## config.mk

```make
export PLATFORM = sky130hd
export DESIGN_NAME = fractional_baud_divisor_search
export DESIGN_NICKNAME = d
export VERILOG_FILES = /design/src/rtl/fbds_pkg.sv /design/src/rtl/fractional_baud_divisor_search.sv
export SDC_FILE = /design/constraint.sdc
export NUM_CORES = 1
export LEC_CHECK = 0
export ABC_CLOCK_PERIOD_IN_PS = 12100
export BUFFER_PORTS_ARGS = -buffer_cell sky130_fd_sc_hd__buf_2
export CORE_UTILIZATION = 60
export DETAILED_ROUTE_END_ITERATION = 7
export HOLD_SLACK_MARGIN = 0.08
export PLACE_DENSITY_LB_ADDON = 0.3
export REMOVE_ABC_BUFFERS = 1
export SETUP_SLACK_MARGIN = 0.02
export SKIP_CTS_REPAIR_TIMING = 1
export SLEW_MARGIN = 20
export SYNTH_ARGS = -nofsm -noshare
export SYNTH_HDL_FRONTEND = slang
export SYNTH_SLANG_ARGS = --single-unit
```

## constraint.sdc

```tcl
create_clock -name clk_i -period 12.1 [get_ports clk_i]
set_clock_uncertainty 0.15 [all_clocks]
set_input_delay 0 -clock clk_i [delete_from_list [all_inputs] [get_ports clk_i]]
set_output_delay 0 -clock clk_i [all_outputs]
set_load 0.01 [all_outputs]
```

## src/rtl/fbds_pkg.sv

```systemverilog
package fbds_pkg;

  // Field widths
  localparam int unsigned ClkW    = 28;
  localparam int unsigned PctW    = 7;
  localparam int unsigned BaudW   = 22;
  localparam int unsigned PortW   = 2;
  localparam int unsigned DivisorW = 16;
  localparam int unsigned FracW   = 4;
  localparam int unsigned ErrW    = 17;

  // Oversampled clock = core clock / 64
  localparam int unsigned ClkShift = 6;
  localparam int unsigned OsClkW   = ClkW - ClkShift;

  // Shared serial divider: numerator covers baud * percent, denominator covers baud
  localparam int unsigned NumW = BaudW + PctW;
  localparam int unsigned DenW = BaudW;
  localparam int unsigned CntW = $clog2(NumW);
  localparam int unsigned TolW = BaudW + 1;

  // Configuration register indexes
  localparam logic CfgIdxCoreClock = 1'b0;
  localparam logic CfgIdxErrPct    = 1'b1;

  localparam logic [ClkW-1:0] CoreClockRst = ClkW'(100000000);
  localparam logic [PctW-1:0] ErrPctRst    = PctW'(3);

  localparam logic [ErrW-1:0]  NoErrorYet = ErrW'(100000);
  localparam logic [DenW-1:0]  PctDen     = DenW'(100);
  localparam logic [FracW-1:0] FracMax    = FracW'(15);
  localparam logic [FracW-1:0] MulFirst   = FracW'(1);
  localparam logic [BaudW:0]   DivMin     = (BaudW+1)'(3);
  localparam logic [BaudW:0]   DivMax     = (BaudW+1)'(65535);

  // Result status codes
  localparam logic StatusOk   = 1'b0;
  localparam logic StatusFail = 1'b1;

endpackage

```

## src/rtl/fractional_baud_divisor_search.sv

```systemverilog
// Channel  | handshake                  | payload
// ---------+----------------------------+----------------------------------------------
// request  | in_valid_i / in_stall_o    | baud_rate_i, target_port_i
// result   | out_valid_o / out_stall_i  | status_o, port_echo_o, divisor_o, mul_val_o,
//          |                            | div_add_val_o, rate_error_o
// config   | cfg_we_i                   | cfg_idx_i, cfg_wdata_i
//
// One restoring divider (one quotient bit per cycle) does all the work. Per candidate
// pair: up to three divisions and the bookkeeping states S_SCALED, S_CHK, S_EVAL, S_NEXT.
// After the tolerance division the search tries up to 240 pairs (mul 1..15, add 0..15);
// an exact match ends the search early, and a zero baud rate skips the search.
// in_stall_o is high from acceptance until the result is loaded into the output register.
// A held result does not block the next request; a finished search waits while the
// output register is still full and stalled. Reset clears control, presets config regs.
module fractional_baud_divisor_search (
  input  logic                             clk_i,
  input  logic                             rst_ni,

  input  logic                             cfg_we_i,
  input  logic                             cfg_idx_i,
  input  logic [fbds_pkg::ClkW-1:0]        cfg_wdata_i,

  input  logic                             in_valid_i,
  output logic                             in_stall_o,
  input  logic [fbds_pkg::BaudW-1:0]       baud_rate_i,
  input  logic [fbds_pkg::PortW-1:0]       target_port_i,

  output logic                             out_valid_o,
  input  logic                             out_stall_i,
  output logic                             status_o,
  output logic [fbds_pkg::PortW-1:0]       port_echo_o,
  output logic [fbds_pkg::DivisorW-1:0]    divisor_o,
  output logic [fbds_pkg::FracW-1:0]       mul_val_o,
  output logic [fbds_pkg::FracW-1:0]       div_add_val_o,
  output logic [fbds_pkg::ErrW-1:0]        rate_error_o
);

  localparam int unsigned NumW   = fbds_pkg::NumW;
  localparam int unsigned DenW   = fbds_pkg::DenW;
  localparam int unsigned BaudW  = fbds_pkg::BaudW;
  localparam int unsigned FracW  = fbds_pkg::FracW;
  localparam int unsigned OsClkW = fbds_pkg::OsClkW;
  localparam int unsigned ProdW  = OsClkW + FracW;

  // Sequencer states
  localparam logic [3:0] S_IDLE   = 4'd0;
  localparam logic [3:0] S_TOL    = 4'd1;  // divide: baud * pct / 100
  localparam logic [3:0] S_SETUP  = 4'd2;
  localparam logic [3:0] S_SCALE  = 4'd3;  // divide: mul * os_clk / (mul + add)
  localparam logic [3:0] S_SCALED = 4'd4;
  localparam logic [3:0] S_DVD    = 4'd5;  // divide: scaled / baud
  localparam logic [3:0] S_CHK    = 4'd6;
  localparam logic [3:0] S_RATE   = 4'd7;  // divide: scaled / divisor
  localparam logic [3:0] S_EVAL   = 4'd8;
  localparam logic [3:0] S_NEXT   = 4'd9;
  localparam logic [3:0] S_FIN    = 4'd10;

  logic [3:0] state_q, state_d;

  // Config registers
  logic [fbds_pkg::ClkW-1:0] core_clk_q;
  logic [fbds_pkg::PctW-1:0] err_pct_q;

  // Request and search registers
  logic [BaudW-1:0]             baud_q, baud_d;
  logic [fbds_pkg::PortW-1:0]   port_q, port_d;
  logic [fbds_pkg::TolW-1:0]    tol_q, tol_d;
  logic [FracW-1:0]             mul_q, mul_d, add_q, add_d;
  logic [OsClkW-1:0]            scaled_q, scaled_d;
  logic [fbds_pkg::DivisorW-1:0] dv_q, dv_d;
  logic [fbds_pkg::ErrW-1:0]    best_err_q, best_err_d;
  logic [FracW-1:0]             best_mul_q, best_mul_d, best_add_q, best_add_d;
  logic [fbds_pkg::DivisorW-1:0] best_div_q, best_div_d;

  // Shared divider: num_q shifts the numerator out and the quotient in
  logic [NumW-1:0]              num_q, num_d;
  logic [DenW-1:0]              den_q, den_d, rem_q, rem_d;
  logic [fbds_pkg::CntW-1:0]    cnt_q, cnt_d;

  // Output register
  logic                         out_valid_q, out_valid_d;
  logic                         status_q, status_d;
  logic [fbds_pkg::PortW-1:0]   port_echo_q, port_echo_d;
  logic [fbds_pkg::DivisorW-1:0] divisor_q, divisor_d;
  logic [FracW-1:0]             mul_out_q, mul_out_d, add_out_q, add_out_d;
  logic [fbds_pkg::ErrW-1:0]    err_out_q, err_out_d;

  logic                         in_acc, out_acc;
  logic [DenW:0]                trial;
  logic                         trial_ge;
  logic                         div_last;
  logic [OsClkW-1:0]            os_clk;
  logic [FracW-1:0]             mul_sel, add_sel;
  logic [ProdW-1:0]             scale_prod;
  logic [FracW:0]               scale_den;
  logic [BaudW:0]               dv_round;
  logic [BaudW-1:0]             rate, err;
  logic                         better;
  logic                         pass;

  assign in_acc  = in_valid_i && !in_stall_o;
  assign out_acc = out_valid_q && !out_stall_i;
  assign in_stall_o = (state_q != S_IDLE);

  assign os_clk = core_clk_q[fbds_pkg::ClkW-1:fbds_pkg::ClkShift];

  // One restoring step: shift in the next numerator bit, subtract if it fits
  assign trial    = {rem_q, num_q[NumW-1]};
  assign trial_ge = (trial >= {1'b0, den_q});
  assign div_last = (cnt_q == fbds_pkg::CntW'(NumW - 1));

  // Candidate pair for the next scale division (advance happens in S_NEXT)
  always_comb begin
    mul_sel = mul_q;
    add_sel = add_q;
    if (state_q == S_NEXT) begin
      if (add_q == fbds_pkg::FracMax) begin
        mul_sel = mul_q + FracW'(1);
        add_sel = '0;
      end else begin
        add_sel = add_q + FracW'(1);
      end
    end
  end

  assign scale_prod = ProdW'(mul_sel) * ProdW'(os_clk);
  assign scale_den  = {1'b0, mul_sel} + {1'b0, add_sel};

  // Round to nearest; an exact half rounds down
  assign dv_round = {1'b0, num_q[BaudW-1:0]} +
                    (BaudW+1)'(rem_q > (baud_q >> 1));

  assign rate   = num_q[BaudW-1:0];
  assign err    = (rate <= baud_q) ? (baud_q - rate) : (rate - baud_q);
  assign better = (err < BaudW'(best_err_q));

  assign pass = (baud_q != '0) && (best_mul_q != '0) &&
                (fbds_pkg::TolW'(best_err_q) < tol_q);

  always_comb begin
    state_d     = state_q;
    baud_d      = baud_q;
    port_d      = port_q;
    tol_d       = tol_q;
    mul_d       = mul_q;
    add_d       = add_q;
    scaled_d    = scaled_q;
    dv_d        = dv_q;
    best_err_d  = best_err_q;
    best_mul_d  = best_mul_q;
    best_add_d  = best_add_q;
    best_div_d  = best_div_q;
    num_d       = num_q;
    den_d       = den_q;
    rem_d       = rem_q;
    cnt_d       = cnt_q;
    out_valid_d = out_valid_q && !out_acc;
    status_d    = status_q;
    port_echo_d = port_echo_q;
    divisor_d   = divisor_q;
    mul_out_d   = mul_out_q;
    add_out_d   = add_out_q;
    err_out_d   = err_out_q;

    unique case (state_q)
      S_IDLE: begin
        if (in_acc) begin
          baud_d     = baud_rate_i;
          port_d     = target_port_i;
          mul_d      = fbds_pkg::MulFirst;
          add_d      = '0;
          best_err_d = fbds_pkg::NoErrorYet;
          best_mul_d = '0;
          best_add_d = '0;
          best_div_d = '0;
          num_d      = NumW'(baud_rate_i) * NumW'(err_pct_q);
          den_d      = fbds_pkg::PctDen;
          rem_d      = '0;
          cnt_d      = '0;
          state_d    = S_TOL;
        end
      end

      S_TOL, S_SCALE, S_DVD, S_RATE: begin
        num_d = {num_q[NumW-2:0], trial_ge};
        rem_d = trial_ge ? DenW'(trial - {1'b0, den_q}) : DenW'(trial);
        cnt_d = cnt_q + fbds_pkg::CntW'(1);
        if (div_last) begin
          unique case (state_q)
            S_TOL:   state_d = S_SETUP;
            S_SCALE: state_d = S_SCALED;
            S_DVD:   state_d = S_CHK;
            default: state_d = S_EVAL;
          endcase
        end
      end

      S_SETUP, S_NEXT: begin
        if (state_q == S_SETUP) begin
          tol_d = num_q[fbds_pkg::TolW-1:0];
        end
        if (baud_q == '0) begin
          state_d = S_FIN;
        end else if (state_q == S_NEXT && add_q == fbds_pkg::FracMax &&
                     mul_q == fbds_pkg::FracMax) begin
          state_d = S_FIN;
        end else begin
          mul_d   = mul_sel;
          add_d   = add_sel;
          num_d   = NumW'(scale_prod);
          den_d   = DenW'(scale_den);
          rem_d   = '0;
          cnt_d   = '0;
          state_d = S_SCALE;
        end
      end

      S_SCALED: begin
        scaled_d = num_q[OsClkW-1:0];
        num_d    = num_q;
        den_d    = baud_q;
        rem_d    = '0;
        cnt_d    = '0;
        state_d  = S_DVD;
      end

      S_CHK: begin
        if (dv_round < fbds_pkg::DivMin || dv_round > fbds_pkg::DivMax) begin
          state_d = S_NEXT;
        end else begin
          dv_d    = dv_round[fbds_pkg::DivisorW-1:0];
          num_d   = NumW'(scaled_q);
          den_d   = DenW'(dv_round[fbds_pkg::DivisorW-1:0]);
          rem_d   = '0;
          cnt_d   = '0;
          state_d = S_RATE;
        end
      end

      S_EVAL: begin
        state_d = S_NEXT;
        if (better) begin
          best_err_d = err[fbds_pkg::ErrW-1:0];
          best_mul_d = mul_q;
          best_add_d = add_q;
          best_div_d = dv_q;
          if (err == '0) begin
            state_d = S_FIN;
          end
        end
      end

      S_FIN: begin
        // Wait for the output register to free up
        if (!out_valid_q || out_acc) begin
          out_valid_d = 1'b1;
          port_echo_d = port_q;
          err_out_d   = best_err_q;
          if (pass) begin
            status_d  = fbds_pkg::StatusOk;
            divisor_d = best_div_q;
            mul_out_d = best_mul_q;
            add_out_d = best_add_q;
          end else begin
            status_d  = fbds_pkg::StatusFail;
            divisor_d = '0;
            mul_out_d = '0;
            add_out_d = '0;
          end
          state_d = S_IDLE;
        end
      end

      default: state_d = S_IDLE;
    endcase
  end

  always_ff @(posedge clk_i or negedge rst_ni) begin
    if (!rst_ni) begin
      state_q     <= S_IDLE;
      out_valid_q <= 1'b0;
      core_clk_q  <= fbds_pkg::CoreClockRst;
      err_pct_q   <= fbds_pkg::ErrPctRst;
    end else begin
      state_q     <= state_d;
      out_valid_q <= out_valid_d;
      if (cfg_we_i) begin
        unique case (cfg_idx_i)
          fbds_pkg::CfgIdxCoreClock: core_clk_q <= cfg_wdata_i;
          fbds_pkg::CfgIdxErrPct:    err_pct_q  <= cfg_wdata_i[fbds_pkg::PctW-1:0];
        endcase
      end
    end
  end

  // Datapath and payload registers
  always_ff @(posedge clk_i) begin
    baud_q      <= baud_d;
    port_q      <= port_d;
    tol_q       <= tol_d;
    mul_q       <= mul_d;
    add_q       <= add_d;
    scaled_q    <= scaled_d;
    dv_q        <= dv_d;
    best_err_q  <= best_err_d;
    best_mul_q  <= best_mul_d;
    best_add_q  <= best_add_d;
    best_div_q  <= best_div_d;
    num_q       <= num_d;
    den_q       <= den_d;
    rem_q       <= rem_d;
    cnt_q       <= cnt_d;
    status_q    <= status_d;
    port_echo_q <= port_echo_d;
    divisor_q   <= divisor_d;
    mul_out_q   <= mul_out_d;
    add_out_q   <= add_out_d;
    err_out_q   <= err_out_d;
  end

  assign out_valid_o   = out_valid_q;
  assign status_o      = status_q;
  assign port_echo_o   = port_echo_q;
  assign divisor_o     = divisor_q;
  assign mul_val_o     = mul_out_q;
  assign div_add_val_o = add_out_q;
  assign rate_error_o  = err_out_q;

endmodule
```

==> results of run 1 <==
[per-layer routing]
| layer | GRT usage (%) | up-vias |
|---|---|---|
| li1 | - | 8411 |
| met1 | 40.1 | 8982 |
| met2 | 54.5 | 833 |
| met3 | 4.18 | 170 |
| met4 | 16.5 | 0 |
| met5 | 0 | - |
[kinds of logic (layout without fill, tap and decap cells)]
family          after synthesis  in the layout  synth area share, %
simple gates                711            711                 14.9
compound gates              451            451                 13.0
buf+inv                     367            560                 6.14
fa+ha+maj                   349            349                 23.1
flops                       290            290                 36.4
xor+xnor                     98             98                 3.71
mux                          61             61                 2.79
[power breakdown]
part,internal (mW),switching [mW]
Clock,0.600,0.438
Combinational,1.97,2.99
Sequential,1.42,0.292
[flip-flops by register name, summed over array words and instances (netlist names), 17 cells and up]
name / flops
core_clk_q: 22
best_err_q: 17
rem_q: 22
baud_q: 22
scaled_q: 22
den_q: 22
tol_q: 23
rate_error_o: 17
num_q: 29
[path summary, 6_finish.rpt]
kind | slack [ns] | end | from
setup / recovery | 4.83 | num_q[19] | state_q[3]
hold / removal | 0.10 | err_pct_q[6] | cfg_wdata_i[6]
setup reg to reg | 4.83 | num_q[19] | state_q[3]
hold reg to reg | 0.27 | port_echo_o[1] | port_q[1]
max in group asynchronous | 11.45 | state_q[2] | rst_ni
min in group asynchronous | 0.14 | err_pct_q[0] | rst_ni
[critical path, delay by kind of cell (launching register included)]
family | cells | cell delay (ns)
simple gates | 6 | 1.53
buf+inv | 1 | 0.06
flops | 1 | 0.61
compound gates | 11 | 2.39
xor+xnor | 1 | 0.83
fa+ha+maj | 3 | 1.44
[placed cells by master, fill, tap and decap left out, types with 20 or more instances in the layout]
master / Yosys / layout
a21o_1: 70 / 70
a21oi_1: 113 / 112
a31oi_1: 21 / 21
and2_1: 102 / 102
and3_1: 44 / 44
buf_2: 10 / 103
clkbuf_16: 0 / 35
dfrtp_1: 20 / 20
dlygate4sd3_1: 0 / 88
edfxtp_1: 256 / 256
fa_1: 143 / 143
ha_1: 206 / 206
inv_1: 289 / 289
mux2_2: 32 / 32
mux2i_1: 28 / 28
nand2_1: 272 / 272
nand2b_1: 23 / 23
nand3_1: 29 / 29
nand4_1: 29 / 29
nor2_1: 107 / 105
nor3_1: 28 / 26
o21ai_0: 93 / 93
xnor2_1: 62 / 60
xor2_1: 34 / 34
[final cells by class]
| class | count | area [µm²] |
|---|---|---|
| Clock inverter | 17 | 178 |
| Timing Repair Buffer | 210 | 1560 |
| Fill cell | 2909 | 12100 |
| Inverter | 289 | 1080 |
| Sequential cell | 290 | 8560 |
| Multi-Input combinational cell | 1670 | 13600 |
| Tap cell | 518 | 648 |
| Clock buffer | 44 | 910 |
[synthesized netlist by cell type (13+ instances only)]
master    count
edfxtp_1    256
clkbuf_1     55
dfstp_2      14
mux2i_1      28
xor2_1       34
nor2_1      107
mux2_2       32
a21o_1       70
and3_1       44
xnor2_1      62
a31oi_1      21
a222oi_1     13
nand3_1      29
nand2b_1     23
nor2b_1      21
o21bai_1     14
o21a_1       18
dfrtp_1      20
ha_1        206
nor3_1       28
inv_1       289
nand2_1     272
and2_1      102
fa_1        143
nand4_1      29
o21ai_0      93
nor4_1       16
a21oi_1     113
==> results.yml, run 1 <==
placement:
  dp_slack_ns: 4.89
  io_buffers: 103
  dpl.hpwl_um: 47600
  place_area_um2: 24500
  place_congestion: 0.966
  placed_cells: 2887
detailed_routing:
  wl_met3_um: 4830
  wirelength_um: 64300
  route.vias.total: 18400
  via_per_inst: 6.06
  first_pass_iters: 8
  drc: 1
  wl_met1_um: 24400
  ant_nets: 0
  drt_iter0_drc: 1721
  met2WireLength_um: 31600
  routedWlPerCell_um: 21.2
  route.top_layer_used: "met4"
worst_setup_path:
  criticalPathCategory: "reg2reg"
  cp-start-kind: "register"
  timing.critical_path.mode_cell: "a21o_1"
  crit_chain: "nor2b_1 -> and3b_1 -> nand2_1 -> nor2_1 -> nand4_1 -> xnor2_2 -> nand2_1 -> fa_1 -> fa_1 -> inv_1 -> ha_1 -> a21o_1 -> a21o_1 -> a21o_1 -> o311a_4 -> a221oi_4 -> o21ai_2 -> a21o_1 -> a21o_1 -> a2111o_1 -> a31oi_1 -> a21oi_1"
  cp.required_ns: 12.23
  worst_path_max_delay_cell: "xnor2_2"
  cp.arrival_ns: 7.40
  cp-end-kind: "register"
  critPathMaxFanout: 24
  r2r_cells: 22
  max_stage_delay_ns: 0.83
timing:
  finalSetupViolations: 0
  fin_ws_ns: 4.83
  drv_slew: 0
  fmax_mhz: 137
  holdWs_ns: 0.101
  rsz0062_at_grt: "false"
  post-route-min-period_ns: 7.27
  fin_setup_tns_ns: 0
  finalHoldViolCount: 0
  min_period_over_period_pct: 60.1
  maxSlewHeadroom_pct: 29.6
  worst_slew_pin_slew_ns: 1.05
clocking:
  root_buffer: "clkbuf_16"
  cts_buffer_depth: 3
  cts.sinks: 290
  cts_buffers: 34
  clkLatencyLatePin_ns: 0.56
  cts_max_level: 2
  cts_tree: "yes"
  cts.clk_slew.worst_paths_ns: 0.06
synthesis:
  yosysWarnings: 0
  synth_seq_cells: 290
  synth_largest_area_cell: "edfxtp_1"
  ys.flop_type: "edfxtp_1"
  yosys.area.top_type_share_pct: 32.7
  yosys-top-cells-area: "edfxtp_1 (33%), fa_1 (12%), ha_1 (11%)"
  synth_area_um2: 23500
  syn_area_per_cell_um2: 10.1
  yosysSeqAreaShare_pct: 36.4
  yosysUniqueCellTypes: 89
  synth_edf_count: 256
  async_flop_share_pct: 11.7
  synthCells: 2327
min_path:
  hold_depth: 3
  min_path_type: "in2reg"
run_status:
  failed_checks: "design-rule violations"
  status: "complete, but fails checks"
layout:
  stdcell_count: 3038
  antennaDiodeCount: 0
  layout-drive-gt1-share_pct: 10.4
  finalInstanceArea_um2: 26500
  nets: 2902
  area_growth_pct: 12.8
  utilization_pct: 68.6
grt:
  grt_max_degree: 45
  grt_use_total_pct: 32.0
  grt_first_pass_wirelength_um: 97600
  grt_overflow: 0
  grt_pass1_vias: 18000
  antenna_found_initial: 0
die:
  rows: 72
  die-area_um2: 40000
  die_h_um: 200
  io_pins: 104
  start_util_pct: 60.8
  core_um2: 38600
  die_w_um: 200
power:
  irDropWorstVdd_uv: 168
  cellPowerDensity_nw_per_um2: 291
  p_leak_nw: 12.1
  finalPower_mw: 7.71
flow_run:
  maxCapViolCount: 0
Note: power is estimated with default switching activity, not from simulation.
==> inputs of run 2 (changes only) <==
--- a/config.mk
+++ b/config.mk
@@ -5,9 +5,9 @@
 export SDC_FILE = /design/constraint.sdc
 export NUM_CORES = 1
 export LEC_CHECK = 0
-export ABC_CLOCK_PERIOD_IN_PS = 12100
+export ABC_CLOCK_PERIOD_IN_PS = 6500
 export BUFFER_PORTS_ARGS = -buffer_cell sky130_fd_sc_hd__buf_2
-export CORE_UTILIZATION = 60
+export CORE_UTILIZATION = 58
 export DETAILED_ROUTE_END_ITERATION = 7
 export HOLD_SLACK_MARGIN = 0.08
 export PLACE_DENSITY_LB_ADDON = 0.3
==> constraint.sdc (replaced) <==
create_clock -name clk_i -period 6.5 [get_ports clk_i]
set_clock_uncertainty 0.15 [all_clocks]
set_input_delay 0 -clock clk_i [delete_from_list [all_inputs] [get_ports clk_i]]
set_output_delay 0 -clock clk_i [all_outputs]
set_load 0.01 [all_outputs]
==> results.yml, run 2 (same netlist as run 1, synthesis figures left out) <==
run_status:
  status: "complete, but fails checks"
  failed_checks: "design-rule violations"
power:
  p_leak_nw: 12.4
  irDropWorstVdd_uv: 319
  cellPowerDensity_nw_per_um2: 542
  finalPower_mw: 14.7
worst_setup_path:
  cp.required_ns: 6.58
  critPathMaxFanout: 41
  cp-start-kind: "register"
  criticalPathCategory: "reg2reg"
  cp-end-kind: "register"
  cp.arrival_ns: 6.27
layout:
  antennaDiodeCount: 0
  final_cell_mix: "inv_1 (289), nand2_1 (272), edfxtp_1 (256)"
  final.fill_count: 3093
  top_regs: "num_q: 29 flops, tol_q: 23 flops"
  layout-drive-gt1-share_pct: 12.2
  area_growth_pct: 15.5
  nets: 2971
  stdcell_count: 3113
  top_register: "num_q"
  final_common_cell: "inv_1"
  largest_reg_flops: 29
clocking:
  cts.sinks: 290
  root_buffer: "clkbuf_16"
  cts.clk_slew.worst_paths_ns: 0.06
  clkLatencyLatePin_ns: 0.57
  cts_buffers: 34
  cts_max_level: 2
  cts_tree: "yes"
  cts_buffer_depth: 3
placement:
  placed_cells: 2938
  dpl.hpwl_um: 51400
  io_buffers: 103
  place_congestion: 0.992
die:
  die_h_um: 203
  die_w_um: 203
  die-area_um2: 41400
  rows: 73
  io_pins: 104
  core_um2: 39800
  start_util_pct: 59.0
grt:
  grt_first_pass_wirelength_um: 102000
  grt_pass1_vias: 18500
  grt_overflow: 0
  antenna_found_initial: 2
  grt_use_total_pct: 32.3
  grt_max_degree: 45
timing:
  min_period_over_period_pct: 95.2
  post-route-min-period_ns: 6.19
  worst_slew_pin_slew_ns: 1.07
  maxSlewHeadroom_pct: 28.5
  holdWs_ns: 0.0969
  fmax_mhz: 162
  finalHoldViolCount: 0
  drv_slew: 0
  rsz0062_at_grt: "false"
  finalSetupViolations: 0
flow_run:
  maxCapViolCount: 0
detailed_routing:
  route.vias.total: 18900
  routedWlPerCell_um: 22.1
  wirelength_um: 68700
  first_pass_iters: 8
  ant_nets: 0
  drt_iter0_drc: 1797
  drc: 2
  via_per_inst: 6.07
min_path:
  min_path_type: "in2async"
[run 2: final timing paths]
kind	from	cells past startpoint	slack, ns	to
max	num_q[0]	25	0.31	best_err_q[12]
min	rst_ni	2	0.1	core_clk_q[18]
max reg2reg	num_q[0]	25	0.31	best_err_q[12]
min reg2reg	port_q[0]	0	0.28	port_echo_o[0]
max in group asynchronous	rst_ni	3	5.90	err_pct_q[2]
min in group clk_i	out_stall_i	4	0.12	out_valid_o
[run 2: critical path, cell delays in order, from the launching register on]
cell,delay (ns)
edfxtp_1,0.41
inv_1,0.07
ha_1,0.22
inv_1,0.08
fa_1,0.42
a211oi_2,0.24
o21ai_1,0.19
nand4b_1,0.19
a31oi_4,0.17
buf_4,0.19
o31a_1,0.30
xnor2_1,0.30
inv_1,0.10
ha_1,0.31
nand2_1,0.10
nor2_1,0.06
a2111oi_0,0.46
nor2_1,0.10
nor2_1,0.11
o21ai_0,0.11
o211a_1,0.23
o21ai_0,0.22
and4_1,0.37
a31oi_1,0.15
nor4_2,0.27
buf_12,0.29
[run 2: area by class of cell]
cell class | count | area (µm²) | share of cell area, %
multi-input cells | 1670 | 13600 | 50.0
inverters | 289 | 1080 | 3.99
clock buffers | 42 | 881 | 3.24
flip-flops and latches | 290 | 8560 | 31.5
well taps | 525 | 657 | 2.42
clock inverters | 18 | 265 | 0.976
repair buffers | 279 | 2130 | 7.86
[run 2: report_power, final]
part           total [mW]  internal, mW  switching (mW)
Combinational        9.66          3.87            5.78
Clock                2.01          1.18           0.830
Sequential           3.06          2.65           0.406
Total                14.7          7.71            7.02
[run 2: stage by stage]
step	cell area [µm²]	utilization, %	setup slack (ns)	setup TNS (ns)
3_3_place_gp	24900	62.4	0.439	0
3_5_place_dp	24900	62.4	0.293	0
5_1_grt	27200	68.2	0.0487	0
2_1_floorplan	23200	-	-2.54	-117.14
4_1_cts	26000	65.3	0.229	0
6_report	27200	68.2	0.309	0
[run 2: metal layers]
metal	vias up	share of wire, %	global-route usage (%)
li1	8566	-	-
met1	9262	38	40.5
met2	855	49	54.8
met3	205	7.5	5.08
met4	4	5.1	15.3
met5	-	0.039	0
